### src/abld_pkg.sv
package abld_pkg;

  localparam int ADDR_W   = 4;
  localparam int POS_W    = 18;
  localparam int SIZE_W   = 13;
  localparam int EXP_W    = 19;
  localparam int ROWCOL_W = 9;
  localparam int DIV_W    = 22;
  localparam int QUO_W    = 20;
  localparam int SAT_IN_W = 26;

  localparam logic [SIZE_W-1:0] SIZE_MAX = 13'd8191;

  typedef enum logic [1:0] {
    REG_FRAME_WIDTH     = 2'd0,
    REG_FRAME_HEIGHT    = 2'd1,
    REG_SCORE_THRESHOLD = 2'd2
  } reg_index_t;

  typedef struct packed {
    logic [15:0]         anchor_number;
    logic [15:0]         score;
    logic [1:0]          level;
    logic                size_sel;
    logic [ROWCOL_W-1:0] column;
    logic [ROWCOL_W-1:0] row;
    logic signed [15:0]  delta_cx;
    logic signed [15:0]  delta_cy;
    logic [EXP_W-1:0]    exp_w;
    logic [EXP_W-1:0]    exp_h;
    logic [59:0]         lm_dx;
    logic [59:0]         lm_dy;
  } rec_t;

  // exp(0.1*(k-16)) in Q16
  function automatic logic [EXP_W-1:0] exp_entry(input logic [5:0] k);
    logic [EXP_W-1:0] v;
    case (k)
      6'd0:  v = 19'd13231;
      6'd1:  v = 19'd14623;
      6'd2:  v = 19'd16161;
      6'd3:  v = 19'd17861;
      6'd4:  v = 19'd19739;
      6'd5:  v = 19'd21815;
      6'd6:  v = 19'd24109;
      6'd7:  v = 19'd26645;
      6'd8:  v = 19'd29447;
      6'd9:  v = 19'd32544;
      6'd10: v = 19'd35967;
      6'd11: v = 19'd39750;
      6'd12: v = 19'd43930;
      6'd13: v = 19'd48550;
      6'd14: v = 19'd53656;
      6'd15: v = 19'd59299;
      6'd16: v = 19'd65536;
      6'd17: v = 19'd72428;
      6'd18: v = 19'd80046;
      6'd19: v = 19'd88464;
      6'd20: v = 19'd97768;
      6'd21: v = 19'd108051;
      6'd22: v = 19'd119414;
      6'd23: v = 19'd131973;
      6'd24: v = 19'd145853;
      6'd25: v = 19'd161193;
      6'd26: v = 19'd178145;
      6'd27: v = 19'd196881;
      6'd28: v = 19'd217587;
      6'd29: v = 19'd240471;
      6'd30: v = 19'd265762;
      6'd31: v = 19'd293712;
      6'd32: v = 19'd324602;
      default: v = 19'd324602;
    endcase
    return v;
  endfunction

  // table lookup with linear interpolation on the low 11 bits
  function automatic logic [EXP_W-1:0] exp_q16(input logic signed [15:0] d);
    logic [15:0]      u;
    logic [EXP_W-1:0] lo;
    logic [EXP_W-1:0] hi;
    logic [14:0]      diff;
    logic [25:0]      prod;
    u    = d ^ 16'h8000;
    lo   = exp_entry({1'b0, u[15:11]});
    hi   = exp_entry({1'b0, u[15:11]} + 6'd1);
    diff = 15'(hi - lo);
    prod = 26'(diff) * 26'(u[10:0]);
    return lo + EXP_W'(prod >> 11);
  endfunction

  // floor(a/5) by reciprocal, exact for a below 2^22
  function automatic logic [QUO_W-1:0] div5(input logic [DIV_W-1:0] a);
    logic [42:0] p;
    p = 43'(a) * 43'd1677722;
    return QUO_W'(p >> 23);
  endfunction

  function automatic logic [POS_W-1:0] sat_pos(input logic signed [SAT_IN_W-1:0] v);
    logic [POS_W-1:0] r;
    if (v > SAT_IN_W'(131071)) begin
      r = 18'h1FFFF;
    end else if (v < -SAT_IN_W'(131072)) begin
      r = 18'h20000;
    end else begin
      r = v[POS_W-1:0];
    end
    return r;
  endfunction

endpackage

### src/abld_front.sv
module abld_front #(
  parameter int MAX_FRAME_DIM = 1024,
  parameter int NUM_LEVELS    = 3
) (
  input  logic                clk,
  input  logic                rst,
  input  logic [10:0]         frame_width,
  input  logic [10:0]         frame_height,
  input  logic [15:0]         score_threshold,
  input  logic                rec_valid,
  output logic                rec_stall,
  input  logic                first_of_frame,
  input  logic [15:0]         face_score,
  input  logic signed [15:0]  delta_cx,
  input  logic signed [15:0]  delta_cy,
  input  logic signed [15:0]  delta_log_w,
  input  logic signed [15:0]  delta_log_h,
  input  logic [59:0]         landmark_dx_packed,
  input  logic [59:0]         landmark_dy_packed,
  input  logic                q_full,
  output logic                q_push,
  output abld_pkg::rec_t      q_data
);

  localparam int CNT_W = $clog2(MAX_FRAME_DIM / 8);
  localparam int LEN_W = CNT_W + 1;
  localparam int DIM_W = $clog2(MAX_FRAME_DIM + 1);

  logic [1:0]       level_select;
  logic [CNT_W-1:0] row_count;
  logic [CNT_W-1:0] column_count;
  logic             size_select;
  logic [15:0]      anchor_count;

  logic [1:0]       level_select_next;
  logic [CNT_W-1:0] row_count_next;
  logic [CNT_W-1:0] column_count_next;
  logic             size_select_next;
  logic [15:0]      anchor_count_next;

  logic [1:0]       cur_level;
  logic [CNT_W-1:0] cur_row;
  logic [CNT_W-1:0] cur_col;
  logic             cur_size;
  logic [15:0]      cur_anchor;

  logic [DIM_W-1:0] dim_w;
  logic [DIM_W-1:0] dim_h;
  logic [DIM_W:0]   sum_w;
  logic [DIM_W:0]   sum_h;
  logic [LEN_W-1:0] len_w;
  logic [LEN_W-1:0] len_h;
  logic [LEN_W-1:0] col_inc;
  logic [LEN_W-1:0] row_inc;
  logic             accept;

  assign rec_stall = q_full;
  assign accept    = rec_valid && !q_full;
  assign q_push    = accept && (face_score >= score_threshold);

  // first_of_frame restarts the anchor walk before this item
  assign cur_level  = first_of_frame ? '0 : level_select;
  assign cur_row    = first_of_frame ? '0 : row_count;
  assign cur_col    = first_of_frame ? '0 : column_count;
  assign cur_size   = first_of_frame ? 1'b0 : size_select;
  assign cur_anchor = first_of_frame ? '0 : anchor_count;

  always_comb begin
    if (frame_width < 11'd8) begin
      dim_w = DIM_W'(8);
    end else if (32'(frame_width) > MAX_FRAME_DIM) begin
      dim_w = DIM_W'(MAX_FRAME_DIM);
    end else begin
      dim_w = DIM_W'(frame_width);
    end
    if (frame_height < 11'd8) begin
      dim_h = DIM_W'(8);
    end else if (32'(frame_height) > MAX_FRAME_DIM) begin
      dim_h = DIM_W'(MAX_FRAME_DIM);
    end else begin
      dim_h = DIM_W'(frame_height);
    end
  end

  // feature map length is ceil(dim / stride)
  assign sum_w = {1'b0, dim_w} + ((DIM_W + 1)'(8) << cur_level) - (DIM_W + 1)'(1);
  assign sum_h = {1'b0, dim_h} + ((DIM_W + 1)'(8) << cur_level) - (DIM_W + 1)'(1);
  assign len_w = LEN_W'(sum_w >> (3 + cur_level));
  assign len_h = LEN_W'(sum_h >> (3 + cur_level));
  assign col_inc = {1'b0, cur_col} + LEN_W'(1);
  assign row_inc = {1'b0, cur_row} + LEN_W'(1);

  always_comb begin
    level_select_next = cur_level;
    row_count_next    = cur_row;
    column_count_next = cur_col;
    size_select_next  = 1'b0;
    anchor_count_next = cur_anchor + 16'd1;
    if (!cur_size) begin
      size_select_next = 1'b1;
    end else if (col_inc < len_w) begin
      column_count_next = col_inc[CNT_W-1:0];
    end else begin
      column_count_next = '0;
      if (row_inc < len_h) begin
        row_count_next = row_inc[CNT_W-1:0];
      end else begin
        row_count_next = '0;
        if (32'(cur_level) + 1 >= NUM_LEVELS) begin
          level_select_next = '0;
          anchor_count_next = '0;
        end else begin
          level_select_next = cur_level + 2'd1;
        end
      end
    end
  end

  always_ff @(posedge clk) begin
    if (rst) begin
      level_select <= '0;
      row_count    <= '0;
      column_count <= '0;
      size_select  <= 1'b0;
      anchor_count <= '0;
    end else if (accept) begin
      level_select <= level_select_next;
      row_count    <= row_count_next;
      column_count <= column_count_next;
      size_select  <= size_select_next;
      anchor_count <= anchor_count_next;
    end
  end

  always_comb begin
    q_data.anchor_number = cur_anchor;
    q_data.score         = face_score;
    q_data.level         = cur_level;
    q_data.size_sel      = cur_size;
    q_data.column        = abld_pkg::ROWCOL_W'(cur_col);
    q_data.row           = abld_pkg::ROWCOL_W'(cur_row);
    q_data.delta_cx      = delta_cx;
    q_data.delta_cy      = delta_cy;
    q_data.exp_w         = abld_pkg::exp_q16(delta_log_w);
    q_data.exp_h         = abld_pkg::exp_q16(delta_log_h);
    q_data.lm_dx         = landmark_dx_packed;
    q_data.lm_dy         = landmark_dy_packed;
  end

endmodule

### src/abld_queue.sv
module abld_queue (
  input  logic           clk,
  input  logic           rst,
  input  logic           push,
  input  abld_pkg::rec_t push_data,
  output logic           full,
  input  logic           pop,
  output logic           avail,
  output abld_pkg::rec_t head
);

  abld_pkg::rec_t entries [2];
  logic       wr_ptr;
  logic       rd_ptr;
  logic [1:0] count;

  assign full  = (count == 2'd2);
  assign avail = (count != 2'd0);
  assign head  = entries[rd_ptr];

  always_ff @(posedge clk) begin
    if (push) begin
      entries[wr_ptr] <= push_data;
    end
  end

  always_ff @(posedge clk) begin
    if (rst) begin
      wr_ptr <= 1'b0;
      rd_ptr <= 1'b0;
      count  <= 2'd0;
    end else begin
      if (push) begin
        wr_ptr <= !wr_ptr;
      end
      if (pop) begin
        rd_ptr <= !rd_ptr;
      end
      count <= count + 2'(push) - 2'(pop);
    end
  end

endmodule

### src/abld_back.sv
module abld_back #(
  parameter int LANDMARK_COUNT = 5
) (
  input  logic                clk,
  input  logic                rst,
  input  logic                avail,
  input  abld_pkg::rec_t      head,
  output logic                pop,
  output logic                res_valid,
  input  logic                res_stall,
  output logic                item_kind,
  output logic [15:0]         anchor_number,
  output logic [2:0]          point_number,
  output logic signed [17:0]  pos_x,
  output logic signed [17:0]  pos_y,
  output logic [12:0]         box_width,
  output logic [12:0]         box_height,
  output logic [15:0]         out_score,
  output logic                last
);

  logic [2:0] idx;
  logic [2:0] idx_next;
  logic       load;
  logic       is_box;
  logic [2:0] sh;
  logic [2:0] pt;

  logic [9:0]          odd_c;
  logic [9:0]          odd_r;
  logic signed [37:0]  m_x;
  logic signed [37:0]  m_y;
  logic [37:0]         abs_mx;
  logic [37:0]         abs_my;
  logic signed [11:0]  lx;
  logic signed [11:0]  ly;
  logic signed [24:0]  n_x;
  logic signed [24:0]  n_y;
  logic [24:0]         abs_nx;
  logic [24:0]         abs_ny;
  logic                neg_x;
  logic                neg_y;
  logic [abld_pkg::DIV_W-1:0] dv_x;
  logic [abld_pkg::DIV_W-1:0] dv_y;
  logic [abld_pkg::QUO_W-1:0] q_x;
  logic [abld_pkg::QUO_W-1:0] q_y;
  logic signed [abld_pkg::SAT_IN_W-1:0] v_x;
  logic signed [abld_pkg::SAT_IN_W-1:0] v_y;
  logic [abld_pkg::EXP_W-1:0] wpix;
  logic [abld_pkg::EXP_W-1:0] hpix;

  assign load     = avail && (!res_valid || !res_stall);
  assign pop      = load && (32'(idx) == LANDMARK_COUNT);
  assign idx_next = pop ? 3'd0 : idx + 3'd1;
  assign is_box   = (idx == 3'd0);
  assign pt       = is_box ? 3'd0 : idx - 3'd1;
  // anchor size is 16 << sh
  assign sh       = {head.level, 1'b0} + 3'(head.size_sel);
  assign odd_c    = {head.column, 1'b1};
  assign odd_r    = {head.row, 1'b1};

  // box edge numerator: center - size/2, in 1/(5*2^17) pixel units
  assign m_x = ((38'(odd_c) * 38'd5) << (19 + head.level))
             + (38'(head.delta_cx) <<< (8 + sh))
             - (38'(22'(head.exp_w) * 22'd5) << (4 + sh));
  assign m_y = ((38'(odd_r) * 38'd5) << (19 + head.level))
             + (38'(head.delta_cy) <<< (8 + sh))
             - (38'(22'(head.exp_h) * 22'd5) << (4 + sh));
  assign abs_mx = m_x[37] ? 38'(-m_x) : 38'(m_x);
  assign abs_my = m_y[37] ? 38'(-m_y) : 38'(m_y);

  // landmark numerator in tenths of a sixteenth pixel
  assign lx  = head.lm_dx[12 * pt +: 12];
  assign ly  = head.lm_dy[12 * pt +: 12];
  assign n_x = (25'(odd_c * 14'd10) << (6 + head.level)) + (25'(lx) <<< sh);
  assign n_y = (25'(odd_r * 14'd10) << (6 + head.level)) + (25'(ly) <<< sh);
  assign abs_nx = n_x[24] ? 25'(-n_x) : 25'(n_x);
  assign abs_ny = n_y[24] ? 25'(-n_y) : 25'(n_y);

  always_comb begin
    if (is_box) begin
      dv_x  = abld_pkg::DIV_W'(abs_mx >> 17);
      dv_y  = abld_pkg::DIV_W'(abs_my >> 17);
      neg_x = m_x[37];
      neg_y = m_y[37];
    end else begin
      dv_x  = abld_pkg::DIV_W'(abs_nx >> 1);
      dv_y  = abld_pkg::DIV_W'(abs_ny >> 1);
      neg_x = n_x[24];
      neg_y = n_y[24];
    end
  end

  assign q_x = abld_pkg::div5(dv_x);
  assign q_y = abld_pkg::div5(dv_y);

  always_comb begin
    v_x = abld_pkg::SAT_IN_W'(q_x);
    v_y = abld_pkg::SAT_IN_W'(q_y);
    if (is_box) begin
      v_x = v_x <<< 4;
      v_y = v_y <<< 4;
    end
    if (neg_x) begin
      v_x = -v_x;
    end
    if (neg_y) begin
      v_y = -v_y;
    end
  end

  assign wpix = head.exp_w >> (12 - sh);
  assign hpix = head.exp_h >> (12 - sh);

  always_ff @(posedge clk) begin
    if (load) begin
      item_kind     <= !is_box;
      anchor_number <= head.anchor_number;
      point_number  <= pt;
      pos_x         <= abld_pkg::sat_pos(v_x);
      pos_y         <= abld_pkg::sat_pos(v_y);
      box_width     <= !is_box ? '0 :
                       (wpix > 19'(abld_pkg::SIZE_MAX)) ? abld_pkg::SIZE_MAX : wpix[12:0];
      box_height    <= !is_box ? '0 :
                       (hpix > 19'(abld_pkg::SIZE_MAX)) ? abld_pkg::SIZE_MAX : hpix[12:0];
      out_score     <= head.score;
      last          <= (32'(idx) == LANDMARK_COUNT);
    end
  end

  always_ff @(posedge clk) begin
    if (rst) begin
      idx       <= 3'd0;
      res_valid <= 1'b0;
    end else begin
      if (load) begin
        idx       <= idx_next;
        res_valid <= 1'b1;
      end else if (!res_stall) begin
        res_valid <= 1'b0;
      end
    end
  end

  a_last_is_landmark: assert property (@(posedge clk) disable iff (rst)
    res_valid && last |-> item_kind)
    else $error("box item flagged last");

  a_run_holds_head: assert property (@(posedge clk) disable iff (rst)
    idx != 3'd0 |-> avail)
    else $error("landmark run without a queued record");

  a_box_first: assert property (@(posedge clk) disable iff (rst)
    load && is_box |=> res_valid && !item_kind && point_number == 3'd0)
    else $error("run does not open with a box item");

endmodule

### src/anchor_box_landmark_decode_top.sv
// a passing item is queued; its box result is then registered from the queue head
// a passing item yields a box and LANDMARK_COUNT landmarks in the single output emitter
// failing items yield nothing; a 2-entry queue decouples input and output
// reset (synchronous, rst high) clears the anchor walk, queue and output valid
// registers reset to width 640, height 480, threshold 32768
module anchor_box_landmark_decode_top #(
  parameter int MAX_FRAME_DIM  = 1024,
  parameter int NUM_LEVELS     = 3,
  parameter int LANDMARK_COUNT = 5
) (
  input  logic                clk,
  input  logic                rst,
  input  logic                psel,
  input  logic                penable,
  input  logic                pwrite,
  input  logic [abld_pkg::ADDR_W-1:0] paddr,
  input  logic [31:0]         pwdata,
  output logic [31:0]         prdata,
  output logic                pready,
  input  logic                rec_valid,
  output logic                rec_stall,
  input  logic                first_of_frame,
  input  logic [15:0]         face_score,
  input  logic signed [15:0]  delta_cx,
  input  logic signed [15:0]  delta_cy,
  input  logic signed [15:0]  delta_log_w,
  input  logic signed [15:0]  delta_log_h,
  input  logic [59:0]         landmark_dx_packed,
  input  logic [59:0]         landmark_dy_packed,
  output logic                res_valid,
  input  logic                res_stall,
  output logic                item_kind,
  output logic [15:0]         anchor_number,
  output logic [2:0]          point_number,
  output logic signed [17:0]  pos_x,
  output logic signed [17:0]  pos_y,
  output logic [12:0]         box_width,
  output logic [12:0]         box_height,
  output logic [15:0]         out_score,
  output logic                last
);

  logic [10:0] frame_width;
  logic [10:0] frame_height;
  logic [15:0] score_threshold;
  logic        wr_en;

  logic           q_push;
  logic           q_full;
  logic           q_pop;
  logic           q_avail;
  abld_pkg::rec_t q_in;
  abld_pkg::rec_t q_head;

  assign pready = 1'b1;
  assign wr_en  = psel && penable && pwrite;

  always_ff @(posedge clk) begin
    if (rst) begin
      frame_width     <= 11'd640;
      frame_height    <= 11'd480;
      score_threshold <= 16'd32768;
    end else if (wr_en) begin
      unique case (paddr[3:2])
        abld_pkg::REG_FRAME_WIDTH:     frame_width     <= pwdata[10:0];
        abld_pkg::REG_FRAME_HEIGHT:    frame_height    <= pwdata[10:0];
        abld_pkg::REG_SCORE_THRESHOLD: score_threshold <= pwdata[15:0];
        default: ;
      endcase
    end
  end

  always_comb begin
    unique case (paddr[3:2])
      abld_pkg::REG_FRAME_WIDTH:     prdata = 32'(frame_width);
      abld_pkg::REG_FRAME_HEIGHT:    prdata = 32'(frame_height);
      abld_pkg::REG_SCORE_THRESHOLD: prdata = 32'(score_threshold);
      default:                       prdata = '0;
    endcase
  end

  abld_front #(
    .MAX_FRAME_DIM(MAX_FRAME_DIM),
    .NUM_LEVELS(NUM_LEVELS)
  ) u_front (
    .clk(clk),
    .rst(rst),
    .frame_width(frame_width),
    .frame_height(frame_height),
    .score_threshold(score_threshold),
    .rec_valid(rec_valid),
    .rec_stall(rec_stall),
    .first_of_frame(first_of_frame),
    .face_score(face_score),
    .delta_cx(delta_cx),
    .delta_cy(delta_cy),
    .delta_log_w(delta_log_w),
    .delta_log_h(delta_log_h),
    .landmark_dx_packed(landmark_dx_packed),
    .landmark_dy_packed(landmark_dy_packed),
    .q_full(q_full),
    .q_push(q_push),
    .q_data(q_in)
  );

  abld_queue u_queue (
    .clk(clk),
    .rst(rst),
    .push(q_push),
    .push_data(q_in),
    .full(q_full),
    .pop(q_pop),
    .avail(q_avail),
    .head(q_head)
  );

  abld_back #(
    .LANDMARK_COUNT(LANDMARK_COUNT)
  ) u_back (
    .clk(clk),
    .rst(rst),
    .avail(q_avail),
    .head(q_head),
    .pop(q_pop),
    .res_valid(res_valid),
    .res_stall(res_stall),
    .item_kind(item_kind),
    .anchor_number(anchor_number),
    .point_number(point_number),
    .pos_x(pos_x),
    .pos_y(pos_y),
    .box_width(box_width),
    .box_height(box_height),
    .out_score(out_score),
    .last(last)
  );

endmodule

### config.mk
export PLATFORM = sky130hd
export DESIGN_NAME = anchor_box_landmark_decode_top
export DESIGN_NICKNAME = d
export VERILOG_FILES = /design/src/abld_pkg.sv /design/src/abld_front.sv /design/src/abld_queue.sv /design/src/abld_back.sv /design/src/anchor_box_landmark_decode_top.sv
export SDC_FILE = /design/constraint.sdc
export NUM_CORES = 2
export LEC_CHECK = 0
export BUFFER_PORTS_ARGS = -buffer_cell sky130_fd_sc_hd__buf_2
export CORE_MARGIN = 2
export CORE_UTILIZATION = 50
export DETAILED_ROUTE_END_ITERATION = 7
export PLACE_DENSITY = 0.67
export SLEW_MARGIN = 10
export SYNTH_ARGS = -nofsm -noshare
export SYNTH_HDL_FRONTEND = slang
export SYNTH_MEMORY_MAX_BITS = 65536
export SYNTH_SLANG_ARGS = --single-unit
### constraint.sdc
create_clock -name clk -period 27.1 [get_ports clk]
set_clock_uncertainty 0.2 [all_clocks]
set_input_delay 1.355 -clock clk [delete_from_list [all_inputs] [get_ports clk]]
set_output_delay 1.355 -clock clk [all_outputs]
set_load 0.02 [all_outputs]
==> results.toml <==
[logic_synthesis]
muxShareOfSynthArea_pct = 5.82
synth_xor_area_share_pct = 4.43
synth_top_family_by_area = "adder cells"
synth-adder-area-share_pct = 28.5
synth_commonest_cells = "inv_1, ha_1, nand2_1, a21oi_1, nor2_1"
postSynthRegisterBits = 657
ys_warn_count = 0
yosys.cell_count.top_type = "inv_1"
syn_inst = 8966
synth_area_leaders = "edfxtp_1, ha_1, fa_1, inv_1, nand2_1"
ys_types = 127
synth_top_area_cell = "edfxtp_1"
synth.top_cell.area_share_pct = 21.4
synth-simple-area-share_pct = 13.8
synth_edf_count = 577
synthFlopType = "edfxtp_1"
synthArstFlopShare_pct = 0
syn_avg_cell_area_um2 = 9.02
synthesis.area_um2 = 80800
ys_seq_area_share_pct = 23.4
synth_compound_area_share_pct = 17.0

[timing]
max_freq_ghz = 0.0488
relSlewSlack_pct = 10.1
finalCritPeriodShare_pct = 75.7
fin_setup_tns_ns = 0
slew_viol_final = 0
setup_viol = 0
tightest_slew_ns = 1.33
fin_crit_ns = 20.51
rsz0062_at_grt = "no"
hold_viol_final = 0

[route]
wl_um = 228000
m1WireLength_um = 96800
drtPass1Iterations = 6
top_layer = "met5"
vias = 66100
vias_per_cell = 5.81
antenna_left = 0
met2WireLength_um = 110000
routedWlPerCell_um = 20.1
wl_met3_um = 12500
drc = 0
dr.first_iter.drc_count = 5570

[worst_setup_path]
worstPathMaxFanout = 32
slowest_delay_ns = 0.83
r2r_end = "u_back.pos_x[8]"
startpoint_type = "register"
critical_path_required_ns = 27.24
r2r_slack_ns = 6.59
endpoint_kind = "register"
crit_arrival_ns = 20.65
r2r_cells = 69
crit_type = "reg2reg"
critPathMostFrequentCell = "a21oi_1"
cp_slowest_cell = "o32ai_2"

[clock_tree]
path_clk_slew_ns = 0.06
clock_latency_ns = 0.72
post-cts-setup-buffers = 0
cts_hold_buffers = 0
cts_root_buffer = "clkbuf_16"
cts.sinks = 657
ctsResizeCount = 0
cts_tree = "built"
numCtsBuffers = 71
cts_buffer_depth = 3
h-tree-depth = 3

[global_routing]
overflow = 0
antenna_found_initial = 43
grt_max_degree = 149
grt_pass1_vias = 65200
grt_pass1_wl_um = 358000
grt_use_total_pct = 27.3

[min_path]
hold_start = "u_front.anchor_count[14]"
hold_class = "reg2reg"
hold_depth = 1
hold-path-endpoint = "u_front.anchor_count[14]"

[cells_and_area]
stdcell_count = 11400
synthToLayoutAreaGrowth_pct = 7.75
drive_above_1_share_pct = 9.30
fill_cells = 14700
nets = 10900
final_util_pct = 54.2

[die]
fp.dieH_um = 406
dieArea_um2 = 165000
io_pins = 378
placeableCoreArea_um2 = 161000
die_x_um = 406
initial_utilization_pct = 50.3
num_rows = 147

[flow_run]
max_cap_viol_count = 0

[placed_design]
hpwl_um = 180000
port_buffers = 342
dpl.cell_count = 11200
place_congestion = 0.996

[status]
run_status = "finished clean"
==> registers in the layout, summed over array words and instances (netlist names), 2 cells and up, named ones only <==
name                  cells
frame_height             11
frame_width              11
score_threshold          16
u_back.anchor_number     16
u_back.box_height        13
u_back.box_width         13
u_back.idx                3
u_back.out_score         16
u_back.point_number       3
u_back.pos_x             18
u_back.pos_y             18
u_front.anchor_count     16
u_front.column_count      7
u_front.level_select      2
u_front.row_count         7
u_queue.count             2
u_queue.entries         478
==> per-stage QoR <==
stage                     area [um^2]  setup WS [ns]  hold WS [ns]
final                           87100           6.59         0.276
after global routing            87100           4.95         0.300
after CTS                       87000           6.85         0.278
after detailed placement        84700           7.02         0.267
after global placement          84700           7.18         0.249
after floorplan                 81000           6.54         0.240
==> cells in the final DEF, fill, tap and decap left out, types with 32 or more instances in the layout <==
cell and count:
clkbuf_16 71, nand2_1 852, xor2_1 163, o21a_1 51, a31oi_1 68, a211oi_1 90
nand3_1 147, buf_2 342, edfxtp_1 577, a21oi_1 610, o21ai_0 497, nand2b_1 80
o221ai_1 51, and2_1 156, or3_1 39, buf_4 115, inv_1 1046, nor3_1 137
xnor2_1 238, nor2b_1 111, nand4_1 42, o211ai_1 67, a21o_1 233, o21bai_1 92
or2_2 40, conb_1 49, fa_1 568, and3_1 59, mux2_2 118, dfxtp_1 79
nor4_1 32, mux2i_1 260, ha_1 932, nor2_1 580
==> layer usage <==
layer | vias to the layer above | track usage [%]
met5 | - | 0
met4 | 8 | 10.0
met3 | 404 | 3.26
met2 | 2024 | 46.7
met1 | 32000 | 35.5
li1 | 31600 | -
==> how the worst max path moves through the flow <==
stage | startpoint | to | depth (start not counted)
floorplan | face_score[0] | u_queue.entries[0][0] | 19
global placement | register | u_back.pos_x[4] | 65
detailed placement | register | u_back.pos_x[8] | 69
CTS | register | u_back.pos_x[8] | 65
global route | register | u_back.pos_x[8] | 69
finish | register | u_back.pos_x[8] | 69
==> logic make-up after synthesis <==
| logic type | after synthesis |
|---|---|
| and+or+nand+nor | 2372 |
| AOI/OAI and AO/OA | 2130 |
| adders and majority gates | 1501 |
| buffers and inverters | 1484 |
| DFF | 657 |
| muxes | 414 |
| xor gates and xnor gates | 406 |
| other | 2 |
==> cell type report <==
| cell class | instances | area [um^2] | area share, % |
|---|---|---|---|
| antenna | 31 | 77.6 | 0.0891 |
| clock buffer | 90 | 1870 | 2.14 |
| clock inverter | 36 | 484 | 0.556 |
| inverter | 1060 | 3990 | 4.58 |
| multi-input combinational | 6872 | 56400 | 64.8 |
| sequential | 657 | 18900 | 21.7 |
| tap | 2160 | 2700 | 3.10 |
| timing repair buffer | 458 | 2590 | 2.98 |
==> critical path: cells and delay by family (launching register included) <==
kind | cells | cell delay, ns
xor+xnor | 2 | 0.51
flops | 1 | 0.55
simple gates | 10 | 2.66
mux | 2 | 0.71
buf+inv | 8 | 1.43
fa+ha+maj | 13 | 5.37
compound gates | 34 | 8.66
Power is not shown: default switching activity piles up to over one toggle a cycle in this logic, so the estimate is an artifact.
